==> config.mk <==
export PLATFORM = sky130hd
export DESIGN_NAME = serial_bus_byte_engine
export DESIGN_NICKNAME = d
export VERILOG_FILES = /design/src/hdl/sbbe_pkg.sv /design/src/hdl/serial_bus_byte_engine.sv /design/src/hdl/sbbe_front.sv /design/src/hdl/sbbe_back.sv
export SDC_FILE = /design/constraint.sdc
export NUM_CORES = 1
export LEC_CHECK = 0
export ABC_CLOCK_PERIOD_IN_PS = 6450
export BUFFER_PORTS_ARGS = -buffer_cell sky130_fd_sc_hd__clkbuf_2
export CAP_MARGIN = 20
export CORE_MARGIN = 2
export CORE_UTILIZATION = 25
export DETAILED_ROUTE_END_ITERATION = 12
export PLACE_DENSITY = 0.45
export SKIP_LAST_GASP = 1
export SYNTH_ARGS = -nofsm -noshare
export SYNTH_HDL_FRONTEND = slang
export SYNTH_HIERARCHICAL = 1
export SYNTH_SLANG_ARGS = --single-unit
==> constraint.sdc <==
create_clock -name clk_i -period 6.45 [get_ports clk_i]
set_input_delay 0 -clock clk_i [delete_from_list [all_inputs] [get_ports clk_i]]
set_output_delay 0 -clock clk_i [all_outputs]
set_load 0.02 [all_outputs]
==> src/hdl/sbbe_pkg.sv <==
// Package with shared types, constants and codes of the serial bus byte engine.
`timescale 1ns / 1ps
package sbbe_pkg;

  localparam int unsigned TimerBitsDefault = 16;
  localparam int unsigned CfgWidth = 16;
  localparam int unsigned NumCfg = 8;
  localparam int unsigned PreByteTicks = 50;
  localparam int unsigned PostByteTicks = 100;
  localparam int unsigned TailTicks = 100;

  typedef enum logic [1:0] {
    FUNC_TICK  = 2'd0,
    FUNC_SEND  = 2'd1,
    FUNC_RECV  = 2'd2,
    FUNC_CLEAR = 2'd3
  } func_e;

  typedef enum logic [1:0] {
    ST_OK        = 2'd0,
    ST_NO_DEV    = 2'd1,
    ST_NOT_PRES  = 2'd2,
    ST_TIMEOUT   = 2'd3
  } status_e;

  typedef enum logic [2:0] {
    CFG_BIT_SETUP   = 3'd0,
    CFG_CLOCK_VALID = 3'd1,
    CFG_ACK_TIMEOUT = 3'd2,
    CFG_EOI_WINDOW  = 3'd3,
    CFG_EOI_ACK     = 3'd4,
    CFG_BIT_TIMEOUT = 3'd5,
    CFG_PRESENCE    = 3'd6,
    CFG_SETTLE      = 3'd7
  } cfg_idx_e;

  typedef enum logic [4:0] {
    PH_IDLE, PH_PRESENCE, PH_SETTLE, PH_PRE_BYTE, PH_LISTENER, PH_BIT_SETUP,
    PH_BIT_VALID, PH_ACK, PH_POST_BYTE, PH_TURN_WAIT, PH_TAIL,
    PH_RX_RELEASE, PH_RX_READY, PH_RX_EOI_ACK, PH_RX_TALKER, PH_RX_BIT_LOW,
    PH_RX_BIT_HIGH
  } phase_e;

  // A classified word as it travels from the front to the back.
  typedef struct packed {
    func_e      func;
    logic [7:0] byte_value;
    logic       under_atn;
    logic       first_of_frame;
    logic       last_of_frame;
    logic       turnaround;
    logic       data_line;
    logic       clock_line;
  } cmd_t;

  typedef struct packed {
    logic       drive_data;
    logic       drive_clock;
    logic       drive_atn;
    logic       engine_busy;
    logic       op_done;
    status_e    op_status;
    logic [7:0] received_byte;
    logic       end_of_data;
  } res_t;

endpackage

==> src/hdl/serial_bus_byte_engine.sv <==
// Top level of the serial bus byte engine: front queue, sequencer and assertions.
`timescale 1ns / 1ps
// Host side of a serial bus that moves one byte per send or receive word.
// Input words carry a function code (tick, send, receive, clear end of data)
// and the bus lines sampled once per microsecond tick. Every input word gives
// exactly one result word with the line drives, busy, done, status, the
// received byte and the sticky end-of-data flag after that word.
// Both channels use valid/ready. A two-entry queue in front parts the input
// from the sequencer, and the sequencer writes each result into an output
// register, so a new word is taken every cycle while results are drained.
// When nothing stalls, an accepted word is registered in the queue, then the
// sequencer steps it and its result is registered in the output register; the
// sustained rate is one word per cycle while the receiver takes results.
// When the receiver stalls, the output register holds, the sequencer stops,
// and the queue fills; after two more words the input drops ready.
// Reset puts all lines released, the sequencer idle, timers at zero, and the
// timing registers at their defaults. Configuration writes take effect at
// the next clock edge; the user must make them only while the block is idle,
// which the block itself does not enforce. The sampled ATN line is carried on
// the input but the host sequence never looks at it.
module serial_bus_byte_engine #(
  parameter int unsigned TimerBits = sbbe_pkg::TimerBitsDefault
) (
  input  logic                          clk_i,
  input  logic                          rst_ni,
  input  logic                          cfg_we_i,
  input  logic [2:0]                    cfg_idx_i,
  input  logic [sbbe_pkg::CfgWidth-1:0] cfg_data_i,
  input  logic                          in_valid_i,
  output logic                          in_ready_o,
  input  logic [1:0]                    func_i,
  input  logic [7:0]                    byte_value_i,
  input  logic                          under_atn_i,
  input  logic                          first_of_frame_i,
  input  logic                          last_of_frame_i,
  input  logic                          turnaround_i,
  input  logic                          data_line_i,
  input  logic                          clock_line_i,
  input  logic                          atn_line_i,
  output logic                          out_valid_o,
  input  logic                          out_ready_i,
  output logic                          drive_data_o,
  output logic                          drive_clock_o,
  output logic                          drive_atn_o,
  output logic                          engine_busy_o,
  output logic                          op_done_o,
  output logic [1:0]                    op_status_o,
  output logic [7:0]                    received_byte_o,
  output logic                          end_of_data_o
);
  import sbbe_pkg::*;

  cmd_t in_cmd, q_cmd;
  res_t res;
  logic q_valid, q_ready;

  assign in_cmd = '{func: func_e'(func_i), byte_value: byte_value_i,
                    under_atn: under_atn_i, first_of_frame: first_of_frame_i,
                    last_of_frame: last_of_frame_i, turnaround: turnaround_i,
                    data_line: data_line_i, clock_line: clock_line_i};

  sbbe_front u_front (
    .clk_i, .rst_ni, .in_valid_i, .in_ready_o, .in_cmd_i(in_cmd),
    .q_valid_o(q_valid), .q_ready_i(q_ready), .q_cmd_o(q_cmd)
  );

  sbbe_back #(.TimerBits(TimerBits)) u_back (
    .clk_i, .rst_ni, .cfg_we_i, .cfg_idx_i, .cfg_data_i,
    .q_valid_i(q_valid), .q_ready_o(q_ready), .q_cmd_i(q_cmd),
    .out_valid_o, .out_ready_i, .out_res_o(res)
  );

  assign drive_data_o    = res.drive_data;
  assign drive_clock_o   = res.drive_clock;
  assign drive_atn_o     = res.drive_atn;
  assign engine_busy_o   = res.engine_busy;
  assign op_done_o       = res.op_done;
  assign op_status_o     = res.op_status;
  assign received_byte_o = res.received_byte;
  assign end_of_data_o   = res.end_of_data;

  // A stalled result must hold.
  a_hold: assert property (@(posedge clk_i) disable iff (!rst_ni)
    out_valid_o && !out_ready_i |=> out_valid_o && $stable(res))
    else $error("result changed while stalled");

  // A failed or finished word never reports busy together with done.
  a_done_idle: assert property (@(posedge clk_i) disable iff (!rst_ni)
    out_valid_o && op_done_o |-> !engine_busy_o)
    else $error("done while busy");

  // Status and byte are zero without done.
  a_quiet: assert property (@(posedge clk_i) disable iff (!rst_ni)
    out_valid_o && !op_done_o |-> op_status_o == 2'd0 && received_byte_o == 8'd0)
    else $error("status without done");

  // The queue never refuses input while it is empty.
  a_ready: assert property (@(posedge clk_i) disable iff (!rst_ni)
    !q_valid |-> in_ready_o)
    else $error("queue stuck");

endmodule

==> src/hdl/sbbe_front.sv <==
// Input stage and two-entry queue that decouples the input from the sequencer.
`timescale 1ns / 1ps
module sbbe_front (
  input  logic           clk_i,
  input  logic           rst_ni,
  input  logic           in_valid_i,
  output logic           in_ready_o,
  input  sbbe_pkg::cmd_t in_cmd_i,
  output logic           q_valid_o,
  input  logic           q_ready_i,
  output sbbe_pkg::cmd_t q_cmd_o
);
  import sbbe_pkg::*;

  cmd_t       mem_q [2];
  logic       wr_ptr_q, rd_ptr_q;
  logic [1:0] cnt_q, cnt_d;
  logic       push, pop;

  assign in_ready_o = (cnt_q != 2'd2);
  assign push       = in_valid_i && in_ready_o;
  assign q_valid_o  = (cnt_q != 2'd0);
  assign pop        = q_valid_o && q_ready_i;
  assign q_cmd_o    = mem_q[rd_ptr_q];

  always_comb begin
    cnt_d = cnt_q;
    if (push && !pop) cnt_d = cnt_q + 2'd1;
    else if (pop && !push) cnt_d = cnt_q - 2'd1;
  end

  always_ff @(posedge clk_i or negedge rst_ni) begin
    if (!rst_ni) begin
      wr_ptr_q <= 1'b0;
      rd_ptr_q <= 1'b0;
      cnt_q    <= 2'd0;
    end else begin
      cnt_q <= cnt_d;
      if (push) wr_ptr_q <= ~wr_ptr_q;
      if (pop) rd_ptr_q <= ~rd_ptr_q;
    end
  end

  always_ff @(posedge clk_i) begin
    if (push) mem_q[wr_ptr_q] <= in_cmd_i;
  end

endmodule

==> src/hdl/sbbe_back.sv <==
// Bus sequencer that carries out queued words and registers one result per word.
`timescale 1ns / 1ps
module sbbe_back #(
  parameter int unsigned TimerBits = sbbe_pkg::TimerBitsDefault
) (
  input  logic                                           clk_i,
  input  logic                                           rst_ni,
  input  logic                                           cfg_we_i,
  input  logic [2:0]                                     cfg_idx_i,
  input  logic [sbbe_pkg::CfgWidth-1:0]                  cfg_data_i,
  input  logic                                           q_valid_i,
  output logic                                           q_ready_o,
  input  sbbe_pkg::cmd_t                                 q_cmd_i,
  output logic                                           out_valid_o,
  input  logic                                           out_ready_i,
  output sbbe_pkg::res_t                                 out_res_o
);
  import sbbe_pkg::*;

  localparam logic [TimerBits-1:0] TMax = {TimerBits{1'b1}};
  localparam int unsigned CmpBits = (TimerBits > CfgWidth) ? TimerBits : CfgWidth;

  logic [CfgWidth-1:0] cfg_q [NumCfg];

  phase_e              phase_q, phase_d;
  logic [TimerBits-1:0] tick_q, tick_d, tick_inc;
  logic [2:0]          bit_q, bit_d;
  logic [7:0]          shift_q, shift_d;
  logic                eoi_q, eoi_d;
  logic [1:0]          rel_q, rel_d;
  logic [2:0]          ld_q, ld_d;
  logic                prev_q, prev_d;
  logic [2:0]          pf_q, pf_d;
  logic                done;
  status_e             status;
  logic [7:0]          rbyte;
  logic [CfgWidth-1:0] limit;
  logic                hit;
  logic                step;
  res_t                res_q;
  logic                ov_q;

  // The result register is free when empty or being taken.
  assign q_ready_o   = !ov_q || out_ready_i;
  assign step        = q_valid_i && q_ready_o;
  assign out_valid_o = ov_q;
  assign out_res_o   = res_q;

  always_ff @(posedge clk_i or negedge rst_ni) begin
    if (!rst_ni) begin
      cfg_q[CFG_BIT_SETUP]   <= 16'd70;
      cfg_q[CFG_CLOCK_VALID] <= 16'd20;
      cfg_q[CFG_ACK_TIMEOUT] <= 16'd2000;
      cfg_q[CFG_EOI_WINDOW]  <= 16'd400;
      cfg_q[CFG_EOI_ACK]     <= 16'd70;
      cfg_q[CFG_BIT_TIMEOUT] <= 16'd2000;
      cfg_q[CFG_PRESENCE]    <= 16'd1000;
      cfg_q[CFG_SETTLE]      <= 16'd20000;
    end else if (cfg_we_i) begin
      cfg_q[cfg_idx_i] <= cfg_data_i;
    end
  end

  // Limit of the timed wait in the current phase.
  always_comb begin
    case (phase_q)
      PH_PRESENCE:    limit = cfg_q[CFG_PRESENCE];
      PH_SETTLE:      limit = cfg_q[CFG_SETTLE];
      PH_PRE_BYTE:    limit = CfgWidth'(PreByteTicks);
      PH_BIT_SETUP:   limit = cfg_q[CFG_BIT_SETUP];
      PH_BIT_VALID:   limit = cfg_q[CFG_CLOCK_VALID];
      PH_ACK:         limit = cfg_q[CFG_ACK_TIMEOUT];
      PH_POST_BYTE:   limit = CfgWidth'(PostByteTicks);
      PH_TAIL:        limit = CfgWidth'(TailTicks);
      PH_RX_READY:    limit = cfg_q[CFG_EOI_WINDOW];
      PH_RX_EOI_ACK:  limit = cfg_q[CFG_EOI_ACK];
      default:        limit = cfg_q[CFG_BIT_TIMEOUT];
    endcase
  end

  always_comb begin
    tick_inc = (tick_q != TMax) ? tick_q + 1'b1 : tick_q;
    if (CmpBits'(limit) >= CmpBits'(TMax)) hit = (tick_inc == TMax);
    else hit = (CmpBits'(tick_inc) >= CmpBits'(limit));
  end

  always_comb begin
    logic data, clk, released;
    data     = q_cmd_i.data_line;
    clk      = q_cmd_i.clock_line;
    released = prev_q && !data;
    phase_d = phase_q; tick_d = tick_q; bit_d = bit_q; shift_d = shift_q;
    eoi_d = eoi_q; rel_d = rel_q; ld_d = ld_q; prev_d = prev_q; pf_d = pf_q;
    done = 1'b0; status = ST_OK; rbyte = 8'd0;
    case (q_cmd_i.func)
      FUNC_TICK: begin
        prev_d = data;
        case (phase_q)
          PH_IDLE: ;
          PH_PRESENCE: begin
            if (data) begin tick_d = '0; phase_d = PH_SETTLE; end
            else begin
              tick_d = tick_inc;
              if (hit) begin
                ld_d = ld_q & 3'b001; phase_d = PH_IDLE; done = 1'b1;
                status = ST_NO_DEV;
              end
            end
          end
          PH_SETTLE: begin
            tick_d = tick_inc;
            if (hit) begin tick_d = '0; phase_d = PH_PRE_BYTE; end
          end
          PH_PRE_BYTE: begin
            tick_d = tick_inc;
            if (hit) begin
              if (data) begin
                rel_d = (pf_q[1] && !pf_q[0]) ? 2'd2 : 2'd1;
                ld_d[1] = 1'b0; phase_d = PH_LISTENER;
              end else begin
                shift_d = 8'(ST_NOT_PRES); tick_d = '0;
                if (pf_q[2]) begin ld_d = 3'b001 | (ld_q & 3'b001); phase_d = PH_TURN_WAIT; end
                else begin ld_d[2] = 1'b0; phase_d = PH_TAIL; end
              end
            end
          end
          PH_LISTENER: begin
            if (released) begin
              rel_d = rel_q - 2'd1;
              if (rel_d == 2'd0) begin
                ld_d[1] = 1'b1; bit_d = '0; tick_d = '0; phase_d = PH_BIT_SETUP;
              end
            end
          end
          PH_BIT_SETUP: begin
            tick_d = tick_inc;
            if (hit) begin
              if (!shift_q[bit_q]) ld_d[0] = 1'b1;
              ld_d[1] = 1'b0; tick_d = '0; phase_d = PH_BIT_VALID;
            end
          end
          PH_BIT_VALID: begin
            tick_d = tick_inc;
            if (hit) begin
              ld_d[1] = 1'b1; ld_d[0] = 1'b0; tick_d = '0;
              if (bit_q == 3'd7) phase_d = PH_ACK;
              else begin bit_d = bit_q + 3'd1; phase_d = PH_BIT_SETUP; end
            end
          end
          PH_ACK: begin
            if (data) begin tick_d = '0; phase_d = PH_POST_BYTE; end
            else begin
              tick_d = tick_inc;
              if (hit) begin
                shift_d = 8'(ST_TIMEOUT); tick_d = '0;
                if (pf_q[2]) begin ld_d = 3'b001; phase_d = PH_TURN_WAIT; end
                else begin ld_d[2] = 1'b0; phase_d = PH_TAIL; end
              end
            end
          end
          PH_POST_BYTE: begin
            tick_d = tick_inc;
            if (hit) begin
              if (pf_q[1]) begin
                shift_d = 8'(ST_OK); tick_d = '0;
                if (pf_q[2]) begin ld_d = 3'b001; phase_d = PH_TURN_WAIT; end
                else begin ld_d[2] = 1'b0; phase_d = PH_TAIL; end
              end else begin
                phase_d = PH_IDLE; done = 1'b1;
              end
            end
          end
          PH_TURN_WAIT: begin
            if (clk) begin tick_d = '0; phase_d = PH_TAIL; end
          end
          PH_TAIL: begin
            tick_d = tick_inc;
            if (hit) begin phase_d = PH_IDLE; done = 1'b1; status = status_e'(shift_q[1:0]); end
          end
          PH_RX_RELEASE: begin
            if (!clk) begin ld_d[0] = 1'b0; tick_d = '0; phase_d = PH_RX_READY; end
          end
          PH_RX_READY: begin
            if (clk) begin tick_d = '0; phase_d = PH_RX_BIT_LOW; end
            else begin
              tick_d = tick_inc;
              if (hit) begin
                eoi_d = 1'b1; ld_d[0] = 1'b1; tick_d = '0; phase_d = PH_RX_EOI_ACK;
              end
            end
          end
          PH_RX_EOI_ACK: begin
            tick_d = tick_inc;
            if (hit) begin ld_d[0] = 1'b0; tick_d = '0; phase_d = PH_RX_TALKER; end
          end
          PH_RX_TALKER: begin
            if (clk) begin tick_d = '0; phase_d = PH_RX_BIT_LOW; end
            else begin
              tick_d = tick_inc;
              if (hit) begin phase_d = PH_IDLE; done = 1'b1; status = ST_TIMEOUT; end
            end
          end
          PH_RX_BIT_LOW: begin
            if (!clk) begin
              shift_d = {!data, shift_q[7:1]}; tick_d = '0; phase_d = PH_RX_BIT_HIGH;
            end else begin
              tick_d = tick_inc;
              if (hit) begin phase_d = PH_IDLE; done = 1'b1; status = ST_TIMEOUT; end
            end
          end
          PH_RX_BIT_HIGH: begin
            if (clk) begin
              tick_d = '0;
              if (bit_q == 3'd7) begin
                ld_d[0] = 1'b1; phase_d = PH_IDLE; done = 1'b1; rbyte = shift_q;
              end else begin
                bit_d = bit_q + 3'd1; phase_d = PH_RX_BIT_LOW;
              end
            end else begin
              tick_d = tick_inc;
              if (hit) begin phase_d = PH_IDLE; done = 1'b1; status = ST_TIMEOUT; end
            end
          end
          default: phase_d = PH_IDLE;
        endcase
      end
      FUNC_CLEAR: eoi_d = 1'b0;
      FUNC_SEND: begin
        if (phase_q == PH_IDLE) begin
          shift_d = q_cmd_i.byte_value;
          pf_d = {q_cmd_i.turnaround, q_cmd_i.last_of_frame, q_cmd_i.under_atn};
          tick_d = '0; bit_d = '0; rel_d = '0;
          if (q_cmd_i.first_of_frame) begin
            eoi_d = 1'b0;
            // ATN stays pulled if an earlier command byte left it asserted.
            ld_d = {ld_q[2] | q_cmd_i.under_atn, 1'b1, 1'b0};
            phase_d = PH_PRESENCE;
          end else begin
            phase_d = PH_PRE_BYTE;
          end
        end
      end
      default: begin
        if (phase_q == PH_IDLE) begin
          if (eoi_q) done = 1'b1;
          else begin
            shift_d = '0; bit_d = '0; tick_d = '0; phase_d = PH_RX_RELEASE;
          end
        end
      end
    endcase
  end

  always_ff @(posedge clk_i or negedge rst_ni) begin
    if (!rst_ni) begin
      phase_q <= PH_IDLE; tick_q <= '0; bit_q <= '0; shift_q <= '0;
      eoi_q <= 1'b0; rel_q <= '0; ld_q <= '0; prev_q <= 1'b0; pf_q <= '0;
      ov_q <= 1'b0;
    end else begin
      if (step) begin
        phase_q <= phase_d; tick_q <= tick_d; bit_q <= bit_d; shift_q <= shift_d;
        eoi_q <= eoi_d; rel_q <= rel_d; ld_q <= ld_d; prev_q <= prev_d; pf_q <= pf_d;
        ov_q <= 1'b1;
      end else if (out_ready_i) begin
        ov_q <= 1'b0;
      end
    end
  end

  always_ff @(posedge clk_i) begin
    if (step) begin
      res_q.drive_data    <= ld_d[0];
      res_q.drive_clock   <= ld_d[1];
      res_q.drive_atn     <= ld_d[2];
      res_q.engine_busy   <= (phase_d != PH_IDLE);
      res_q.op_done       <= done;
      res_q.op_status     <= status;
      res_q.received_byte <= rbyte;
      res_q.end_of_data   <= eoi_d;
    end
  end

endmodule

Word-level counts from Yosys, hierarchy flattened
Memories as Yosys holds them, arrays and structs flattened. Cells that the tools add are included. Widths: inputs -> output; s select.

Bits in writable memories: 32. Memory bits (read-only): 0. Register bits: 191. Logic and storage cells: 265. Bits in latches: 0. Memories: 1.

Bitwise logic cells: 5. Reduce and logical (&&, ||, !) cells: 33. Multipliers: 0. Equality and inequality tests: 42. Order comparisons: 5. $add $sub $neg: 5. Div/mod/pow operators: 0. Shift-type cells: 0. Muxes and demuxes: 145.

Memories: u_front.mem_q (words 2, width 16, rd ports 1, clocked after memory_dff 0, write ports 1, line sbbe_front.sv:15) `cmd_t mem_q [2];`.

Operators by type and width (count): $mux 16 (19); $pmux 16 s12 (1); $pmux 16 s9 (1); $bwmux 128 (1); $mux 5 (24); $pmux 5 s17 (1); $mux 8 (10); $mux 3 (17); $demux 16 s3 (1); $pmux 16 s3 (1); $eq 5x4->1 const B (8); $mux 2 (18); $mux 1 (34); $pmux 8 s4 (1); $ne 3x2->1 const B (10); $pmux 8 s3 (1); $eq 5x3->1 const B (4); $reduce_and 10->1 (2); $ne 3x3->1 const B (6); $pmux 3 s3 (2); $add 16x1->16 const B (1); $eq 16x16->1 const B (1); $ge 16x16->1 (1); $ge 16x16->1 const B (1); 47 further kinds (69).

Longest topological paths before layout
Depth after elaboration: 10. Gate-level depth with buffers: 23.

By module
Netlist, hierarchy kept.

Modules (own cells, without submodules): sbbe_back (cells an instance 1020, instances 1, area each 10745.3 um2); sbbe_front (cells an instance 68, instances 1, area each 1402.6 um2).

Least setup slack after synthesis
Ideal clock, no wire load.

Path type: register to register. Start point: register u_back.phase_q[2]. End point: register u_back.res_q, in the netlist u_back/out_res_o[12], data pin. Slack: 1984 ps. Setup time: 274 ps. Cell stages (with the launch flop): 20. Data required time: 6176 ps. Path buffers: 3. Period minus slack after synthesis: 4466 ps. Arrival: 4192 ps. Cell sequence: dfrtp_1 -> buf_2 -> buf_2 -> buf_2 -> mux2_2 -> a22o_1 -> o32ai_1 -> inv_1 -> ha_1 -> nand2b_1 -> a21o_1 -> a21o_1 -> a21oi_1 -> o21ai_0 -> a41o_1 -> a21oi_1 -> nor2_2 -> mux2_4 -> a2111oi_4 -> o2111ai_1.

Cells in the longest elaborated chain, start to end: 10. Elaborated cells on any way between the ends: 47.

RTL lines: start: declaration (line sbbe_back.sv:25) `phase_e phase_q, phase_d;`; start signal: assignment (line sbbe_back.sv:261) `phase_q <= phase_d; tick_q <= tick_d; bit_q <= bit_d; shift_q <= shift_d;`; $eq 5x4->1 (line sbbe_back.sv:66, sbbe_back.sv:98); $reduce_or 2->1 (no source line); $pmux 16 s9 (line sbbe_back.sv:66) `case (phase_q)`; $ge 16x16->1 (on tied branches) (line sbbe_back.sv:84, sbbe_back.sv:83); $mux 1 (line sbbe_back.sv:83) `if (CmpBits'(limit) >= CmpBits'(TMax)) hit = (tick_inc == TMax);`; $mux 5 (on tied branches); $mux 5 (tied with other cells) (line sbbe_back.sv:212) `if (clk) begin`; $pmux 5 s17 (line sbbe_back.sv:98) `case (phase_q)`; $pmux 5 s3 (*) (line sbbe_back.sv:95) `case (q_cmd_i.func)`; $reduce_bool 5->1 (*) (line sbbe_back.sv:275) `res_q.engine_busy <= (phase_d != PH_IDLE);`; end: declaration (line sbbe_back.sv:40) `res_t res_q;`.

Mark *: on every way between the ends. The rest lies on a longest branch, timed or not. A chain may end at the register's enable or synchronous reset.

Worst setup path after layout
Start point: register u_back.phase_q[1]. End point: register u_back.res_q, in the netlist u_back/out_res_o[12], data pin.

Same word-level chain as after synthesis.

==> impl_metrics.yaml <==
status:
  status: "complete, no violations"
setup_path:
  path_class: "register to register"
  crit_cells: 16
  cp_slowest_stage_delay_ns: 0.81
  worstRegToRegCells: 16
  crit_slowest_cell: "dfrtp_1"
  critPathBufInv: 0
  required_ns: 6.72
  critPathTopFamily: "compound AO/OA/AOI/OAI gates"
  r2r-start: "u_back/phase_q[1]$_DFFE_PN0P_"
  worstPathMaxFanout: 17
  start_kind: "register"
  regToRegSetupSlack_ns: 0.92
  cp.arrival_ns: 5.80
  cp_cell_sequence: "nand2b_1 > a21oi_1 > nor4_1 > o21bai_1 > ha_1 > a21o_1 > a21o_1 > a21o_1 > a21oi_1 > o21ai_0 > a41o_1 > a21oi_1 > nor2_2 > mux2_4 > a2111oi_4 > o2111ai_1"
  timing.rr.end: "u_back/out_res_o[12]$_DFFE_PP_"
  end_kind: "register"
timing:
  finalSetupTns_ns: 0
  tightestPinTransition_ns: 1.01
  whs_ns: 0.0773
  rsz0062_at_grt: "no"
  finClkSkew_ns: 0.0210
  setup_viol: 0
  hold_viol: 0
  fmax_ghz: 0.181
  relSlewSlack_pct: 32.2
  final_max_slew_viol_count: 0
  post-route-min-period_ns: 5.53
  finalCritPeriodShare_pct: 85.7
logic_synthesis:
  syn_area_per_cell_sq_um: 11.2
  netlist_instances: 1088
  ys_types: 90
  ys_ff_latch: 223
  yosysSeqAreaShare_pct: 48.3
  synth_top_flop_cell: "dfrtp_1"
  syn-cell-area_sq_mm: 0.0121
  synthArstFlopShare_pct: 78.5
  syn_nets: 1150
  synth_edf_count: 48
  yosys_warnings: 6
clocking:
  ctsResizeCount: 0
  cts_tree: "done"
  clk_path_buf_depth: 3
  clk_pin_slew_ns: 0.06
  cts_max_level: 1
  clk_latency_ns: 0.56
  numClockSinks: 223
  root_buffer: "clkbuf_16"
  cts_made_buffers: 26
  cts_setup_buffers: 0
pwr:
  power.total_mw: 5.76
  vdd_ir_drop_max_mv: 0.163
  p_leak_nw: 5.78
  power_density_mw_per_mm2: 399
floorplanning:
  start_util_pct: 25.4
  fp-row-count: 80
  die-width_microns: 224
  ioPinCount: 59
  die_h_microns: 224
  core-area_sq_mm: 0.0478
  die_area_sq_mm: 0.0504
job:
  cap_violations: 0
cells_and_area:
  drive_above_1_share_pct: 30.1
  final_cell_mix: "mux2_2 (151), dfrtp_1 (139), nand2_1 (80)"
  nNetsFinal: 1246
  layout_commonest_cell: "mux2_2"
  diodes: 0
  finalNonFillerCells: 1819
  area_growth_pct: 19.1
  utilization_pct: 30.2
placement:
  port_buffers: 57
  placed_cells: 1735
  place.gp.congestion: 0.870
  dpl.hpwl_microns: 25900
routing:
  drtAntennaViolNets: 0
  first_pass_iters: 5
  routed_via_density: 5.10
  vias: 9273
  wirelength_microns: 37500
  drtIter0Drc: 563
  wl_per_cell_microns: 20.6
  drcViolationCount: 0
min_path:
  min_path_type: "input port to async pin"
global_route:
  grt_pass1_vias: 9393
  grt_usage_pct: 14.9
  grt_max_degree: 75
  antenna_found_initial: 0
  grt_pass1_wl_microns: 58300
  grt.overflow.total: 0
flip-flops by register name, summed over array words and instances, names as in the netlist, 2 cells and up:
register / count
u_back/pf_q: 3
u_front/mem_q: 32
u_back/rel_q: 2
u_back/tick_q: 16
u_back/phase_q: 5
u_back/shift_q: 8
u_back/ld_q: 3
u_back/out_res_o: 16
u_back/bit_q: 3
u_front/cnt_q: 2
u_back/cfg_q: 128
through the flow:
step	setup slack (ns)	cell area (sq um)
final	0.925	14500
after global routing	0.628	14500
after CTS	0.908	14500
after detailed placement	0.943	13200
after global placement	0.861	13200
after floorplan	1.98	12100
synthesized netlist by cell type, drive strengths merged, types with 7 or more instances:
cell | instances | area (sq um)
a22o | 20 | 175
nand2 | 81 | 307
o32ai | 7 | 61.3
mux2i | 16 | 160
inv | 18 | 67.6
buf | 26 | 173
a21o | 15 | 113
nor2b | 10 | 62.6
nor4 | 9 | 62.6
nand2b | 13 | 81.3
a221oi | 8 | 70.1
a21oi | 48 | 240
dfstp | 34 | 893
ha | 21 | 263
mux2 | 162 | 1860
dfrtp | 141 | 3530
clkbuf | 44 | 165
nand3 | 27 | 135
a31oi | 15 | 93.8
and3 | 15 | 93.8
o21ai | 56 | 284
o31ai | 9 | 67.6
and2 | 16 | 100
a2111oi | 7 | 86.3
nor2 | 52 | 203
xnor2 | 7 | 61.3
a22oi | 17 | 128
nor3 | 27 | 151
nand4 | 11 | 68.8
edfxtp | 48 | 1440
o211ai | 9 | 67.6
what timing repair did:
action,CTS,global route
endpoints found under the setup margin,0,0
hold buffers,36,0
hold endpoints to repair,201,0
kinds of logic after synthesis:
group / count (synthesis) / share of synthesized area (%)
buf+inv: 91 / 3.43
fa+ha+maj: 21 / 2.16
flops: 223 / 48.3
mux: 180 / 17.0
xor+xnor: 13 / 0.937
compound gates: 267 / 15.6
simple gates: 293 / 12.6
power breakdown:
part | internal [mW] | switching [mW] | leakage [nW]
clock | 0.873 | 0.593 | 0.414
sequential | 1.83 | 0.241 | 2.56
combinational | 0.869 | 1.36 | 2.81
how the worst max path moves through the flow:
stage | to | start
2_1_floorplan | u_back/out_res_o[12]$_DFFE_PP_ | u_back/phase_q[2]$_DFFE_PN0P_
3_3_place_gp | u_back/out_res_o[12]$_DFFE_PP_ | u_back/phase_q[2]$_DFFE_PN0P_
3_5_place_dp | u_back/out_res_o[12]$_DFFE_PP_ | u_back/phase_q[2]$_DFFE_PN0P_
4_1_cts | u_back/out_res_o[12]$_DFFE_PP_ | u_back/phase_q[2]$_DFFE_PN0P_
5_1_grt | u_back/out_res_o[12]$_DFFE_PP_ | u_back/phase_q[2]$_DFFE_PN0P_
6_report | u_back/out_res_o[12]$_DFFE_PP_ | u_back/phase_q[1]$_DFFE_PN0P_
cell type report:
class                           instances  area [sq um]
Clock inverter                          8           104
Tap cell                              615           769
Inverter                               21          78.8
Fill cell                            4915         33400
Clock buffer                           40           743
Multi-Input combinational cell        774          5890
Sequential cell                       223          5870
Timing Repair Buffer                  138          1010
worst reg2reg max path: stages (launching register included):
cell       delay [ns]
dfrtp_1          0.81
nand2b_1         0.60
a21oi_1          0.09
nor4_1           0.72
o21bai_1         0.23
ha_1             0.26
a21o_1           0.18
a21o_1           0.17
a21o_1           0.17
a21oi_1          0.13
o21ai_0          0.09
a41o_1           0.23
a21oi_1          0.42
nor2_2           0.21
mux2_4           0.36
a2111oi_4        0.39
o2111ai_1        0.18
routing by layer:
layer	global-route usage, %	share of wire (%)
met1	20.3	45
met2	24.8	48
met3	2.21	5.0
met4	4.02	2.0
met5	0	0
No activity file was read; power rests on OpenSTA's default activity.
